--- config.mk ---
export PLATFORM = sky130hd
export DESIGN_NAME = bee_log2
export DESIGN_NICKNAME = d
export VERILOG_FILES = /design/src/design/bee_pkg.sv /design/src/design/bee_log2.sv
export SDC_FILE = /design/constraint.sdc
export NUM_CORES = 2
export LEC_CHECK = 0
export ABC_AREA = 0
export BUFFER_PORTS_ARGS = -buffer_cell sky130_fd_sc_hd__buf_2
export CAP_MARGIN = 20
export CORE_MARGIN = 5
export CORE_UTILIZATION = 50
export DETAILED_ROUTE_END_ITERATION = 10
export HOLD_SLACK_MARGIN = 0.12
export PLACE_DENSITY = 0.66
export SYNTH_ARGS = -nofsm -noshare
export SYNTH_HDL_FRONTEND = slang
export SYNTH_SLANG_ARGS = --single-unit
export TNS_END_PERCENT = 20
--- constraint.sdc ---
create_clock -name clk_i -period 10.7 [get_ports clk_i]
set_clock_uncertainty 0.05 [all_clocks]
set_input_delay 1.07 -clock clk_i [delete_from_list [all_inputs] [get_ports clk_i]]
set_output_delay 1.07 -clock clk_i [all_outputs]
set_load 0.1 [all_outputs]
--- src/design/bee_pkg.sv ---
// ----------------------------------------------------------------------------
// bee_pkg
// Shared constants for the byte entropy estimator: fixed-point formats of the
// logarithm and the result, histogram geometry and output field widths.
// ----------------------------------------------------------------------------
package bee_pkg;

  // Number of histogram bins and the width of a bin index.
  localparam int unsigned BIN_COUNT = 256;
  localparam int unsigned BIN_W     = 8;

  // Fraction bits of log2 values and of the reported entropy.
  localparam int unsigned LOG_FRAC  = 28;
  localparam int unsigned FRAC_BITS = 16;

  // Normalized mantissa of the log unit, Q1.31.
  localparam int unsigned MANT_W    = 32;

  // Output field widths.
  localparam int unsigned ENT_W     = 20;
  localparam int unsigned COUNT_W   = 17;

  // Largest entropy value, 8.0 bits per byte.
  localparam int unsigned ENT_MAX   = 8 << FRAC_BITS;

endpackage

--- src/design/bee_log2.sv ---
// ----------------------------------------------------------------------------
// bee_log2
// Iterative base-2 logarithm. The integer part is the leading-one position;
// the fraction is found one bit per cycle by squaring the normalized mantissa.
// ----------------------------------------------------------------------------
module bee_log2 #(
  parameter int unsigned XW = 17
) (
  input  logic                                    clk_i,
  input  logic                                    rst_ni,
  input  logic                                    start_i,
  input  logic [XW-1:0]                           x_i,
  output logic                                    busy_o,
  output logic                                    done_o,
  output logic [$clog2(XW)+bee_pkg::LOG_FRAC-1:0] log_o
);

  localparam int unsigned PW = $clog2(XW);
  localparam int unsigned MW = bee_pkg::MANT_W;
  localparam int unsigned LF = bee_pkg::LOG_FRAC;

  logic [PW-1:0]   lead;
  logic [5:0]      norm_sh;
  logic [MW-1:0]   mant_init;
  logic [2*MW-1:0] prod;
  logic [MW:0]     sq;

  logic            busy_q, busy_d;
  logic            done_q, done_d;
  logic [4:0]      step_q, step_d;
  logic [MW-1:0]   mant_q, mant_d;
  logic [PW-1:0]   pos_q, pos_d;
  logic [LF-1:0]   frac_q, frac_d;

  // Leading-one position and normalization of the operand.
  always_comb begin
    lead = '0;
    for (int i = 0; i < XW; i++) begin
      if (x_i[i]) begin
        lead = PW'(i);
      end
    end
    norm_sh   = 6'(MW - 1) - 6'(lead);
    mant_init = MW'(x_i) << norm_sh;
  end

  // One squaring step; a carry into bit 32 yields a fraction bit of one.
  assign prod = (2*MW)'(mant_q) * (2*MW)'(mant_q);
  assign sq   = prod[2*MW-1:MW-1];

  always_comb begin
    busy_d = busy_q;
    done_d = 1'b0;
    step_d = step_q;
    mant_d = mant_q;
    pos_d  = pos_q;
    frac_d = frac_q;
    if (start_i) begin
      busy_d = 1'b1;
      step_d = '0;
      mant_d = mant_init;
      pos_d  = lead;
      frac_d = '0;
    end else if (busy_q) begin
      mant_d = sq[MW] ? sq[MW:1] : sq[MW-1:0];
      frac_d = {frac_q[LF-2:0], sq[MW]};
      step_d = step_q + 5'd1;
      if (step_q == 5'(LF - 1)) begin
        busy_d = 1'b0;
        done_d = 1'b1;
      end
    end
  end

  // Control state.
  always_ff @(posedge clk_i or negedge rst_ni) begin
    if (!rst_ni) begin
      busy_q <= 1'b0;
      done_q <= 1'b0;
      step_q <= '0;
    end else begin
      busy_q <= busy_d;
      done_q <= done_d;
      step_q <= step_d;
    end
  end

  // Datapath registers.
  always_ff @(posedge clk_i) begin
    mant_q <= mant_d;
    pos_q  <= pos_d;
    frac_q <= frac_d;
  end

  assign busy_o = busy_q;
  assign done_o = done_q;
  assign log_o  = {pos_q, frac_q};

endmodule

==> results.sh <==
export IMPL_slew_headroom_pct=21.2
export IMPL_ys_seq_area_share_pct=5.63
export IMPL_finalNetCount=4589
export IMPL_finalHoldViolations=0
export IMPL_dp_hpwl_mm=70.4
export IMPL_synth_top_flop_cell="edfxtp_1"
export IMPL_slew_violations=0
export IMPL_crit_slowest_cell="edfxtp_1"
export IMPL_dieArea_um2=70900
export IMPL_gp_congestion=0.960
export IMPL_chipWidth_um=266
export IMPL_synth_area_per_cell_um2=9.38
export IMPL_max_stage_delay_ps=1130
export IMPL_clkSlewWorstSetupHoldPaths_ps=70
export IMPL_synth_seq_cells=72
export IMPL_synth_top_area_cell="fa_1"
export IMPL_synth_edff_count=37
export IMPL_fmax_ghz=0.101
export IMPL_multiInputGateArea_um2=26700
export IMPL_layout_commonest_cell="inv_1"
export IMPL_grt_pass1_wl_mm=136
export IMPL_ff_latch_area_um2=1850
export IMPL_postCtsSetupBuffers=0
export IMPL_clockBufferDepth=2
export IMPL_fp_dieH_um=266
export IMPL_cap_violations=0
export IMPL_syn_nets=4609
export IMPL_numCtsBuffers=9
export IMPL_layout_drive_gt1_share_pct=5.08
export IMPL_end_kind="flip-flop"
export IMPL_detail_route_antenna_nets=0
export IMPL_drtIter0Drc=1283
export IMPL_synth_warnings=0
export IMPL_drc=0
export IMPL_antenna_found_initial=0
export IMPL_syn_inst=3499
export IMPL_wire_per_inst_um=19.2
export IMPL_worst_pin_slew_ps=1180
export IMPL_track_usage_pct=24.3
export IMPL_status="finished clean"
export IMPL_path_class="reg2reg"
export IMPL_routed_via_count=22843
export IMPL_dr_pass1_iters=8
export IMPL_path_max_fanout=18
export IMPL_cp_arrival_ps=9920
export IMPL_required_ps=10760
export IMPL_fin_crit_ps=9860
export IMPL_drt_total_wl_mm=83.5
export IMPL_path_buf_inv=6
export IMPL_core_area_um2=65400
export IMPL_overflow=0
export IMPL_cts_tree="yes"
export IMPL_start_kind="flip-flop"
export IMPL_grt_pass1_vias=25240
export IMPL_grt_max_degree=89
export IMPL_cts_resized=0
export IMPL_crit_family="adder cells"
export IMPL_timing_setup_tns_ps=0
export IMPL_clkLatencyLatePin_ps=340
export IMPL_synthTopCellsByArea="fa_1 48%, ha_1 11%, inv_1 11%"
export IMPL_netlist_area_um2=32800
export IMPL_hp_class="reg2reg"
export IMPL_synth_top_area_share_pct=48.3
export IMPL_rsz0062_at_grt="no"
export IMPL_h_tree_depth=3
export IMPL_cts_sinks=72
export IMPL_cts_hold_buf=0
export IMPL_io_buffers=54
export IMPL_final_cell_mix="986 x inv_1, 791 x fa_1, 318 x nand2_1"
export IMPL_synth_distinct_cells=82
export IMPL_viasPerCell=5.25
export IMPL_syn_to_final_growth_pct=4.89
export IMPL_finalSetupViolCount=0
export IMPL_cp_common_cell="fa_1"
export IMPL_ys_async_sr_fraction_pct=9.72
export IMPL_num_rows=94
export IMPL_fillers=6052
export IMPL_start_util_pct=50.2
export IMPL_fin_util_pct=52.6
export IMPL_period_share_pct=92.2
export IMPL_cts_root_buf="clkbuf_16"
export IMPL_io_pins=55
-- through the flow --
stage / worst slack (ps) / instance area, µm² / hold WS [ps] / std cells
3_3_place_gp: 967 / 34000 / 421 / 4329
2_1_floorplan: 2770 / 32800 / 455 / 3499
5_1_grt: 400 / 34400 / 470 / 4348
4_1_cts: 902 / 34400 / 445 / 4346
3_5_place_dp: 927 / 34000 / 432 / 4330
6_report: 837 / 34400 / 440 / 4350
-- final cells by class --
type	instances	area share, %
tap	864	3.14
timing repair buffer	110	2.05
inverter	989	10.8
sequential	72	5.37
multi-input combinational	2297	77.6
clock inverter	5	0.251
antenna	2	0.0145
clock buffer	11	0.767
-- synthesized netlist by cell type (17+ instances only) --
master / count
dfxtp_1: 28
nand2_1: 318
and2_1: 228
mux2i_1: 67
edfxtp_1: 37
o21ai_0: 39
fa_1: 791
nor2_1: 121
o21bai_1: 17
clkbuf_1: 123
inv_1: 986
nor3_1: 23
xnor2_1: 38
a21o_1: 33
xor2_1: 38
a21oi_1: 83
ha_1: 299
-- sequential cells by signal (all words and copies together) (netlist names) --
name    count
mant_q     32
frac_q     28
pos_q       5
step_q      5
busy_o      1
done_o      1
-- routing by layer --
metal | vias to the layer above | wire length [µm] | track usage, %
met2 | 637 | 42700 | 43.5
met5 | - | 0 | 0
met3 | 144 | 4130 | 2.22
met4 | 0 | 2890 | 6.85
met1 | 11742 | 33800 | 31.6
li1 | 10320 | - | -
-- worst reg2reg max path, cell delays in order (launching register included) --
cell and delay, ps:
edfxtp_1 1130, inv_1 330, nor2_1 320, inv_1 90
fa_1 370, inv_1 70, fa_1 450, fa_1 510
inv_1 50, fa_1 470, inv_1 50, fa_1 480
fa_1 450, fa_1 430, fa_1 480, ha_1 400
a21oi_1 280, o211ai_1 140, a221oi_1 770, nor4b_4 490
o31ai_4 150, a31oi_4 250, xor2_2 610, buf_4 320
nor3_1 70, a311oi_1 400
-- path summary, 6_finish.rpt --
check	endpoint	slack, ps	startpoint	cells after the start
setup / recovery	mant_q[28]$_DFFE_PP_	840	mant_q[8]$_DFFE_PP_	25
max in group asynchronous	busy_o$_DFF_PN0_	9920	rst_ni	1
hold reg to reg	frac_q[27]$_SDFFE_PP0P_	440	frac_q[27]$_SDFFE_PP0P_	2
min in group asynchronous	done_o$_DFF_PN0_	510	rst_ni	1
hold / removal	frac_q[27]$_SDFFE_PP0P_	440	frac_q[27]$_SDFFE_PP0P_	2
setup reg to reg	mant_q[28]$_DFFE_PP_	840	mant_q[8]$_DFFE_PP_	25
-- cells by family (layout without fill, tap and decap cells) --
family / count (synthesis) / after routing / synth area share (%)
compound gates: 290 / 290 / 6.17
simple gates: 768 / 768 / 11.3
fa+ha+maj: 1090 / 1090 / 59.7
mux: 72 / 72 / 2.22
flops: 72 / 72 / 5.63
xor+xnor: 77 / 77 / 2.08
other cells: 0 / 2 / 0
buf+inv: 1130 / 1115 / 13.0
Power is not shown: default switching activity piles up to over one toggle a cycle in this logic, so the estimate is an artifact.
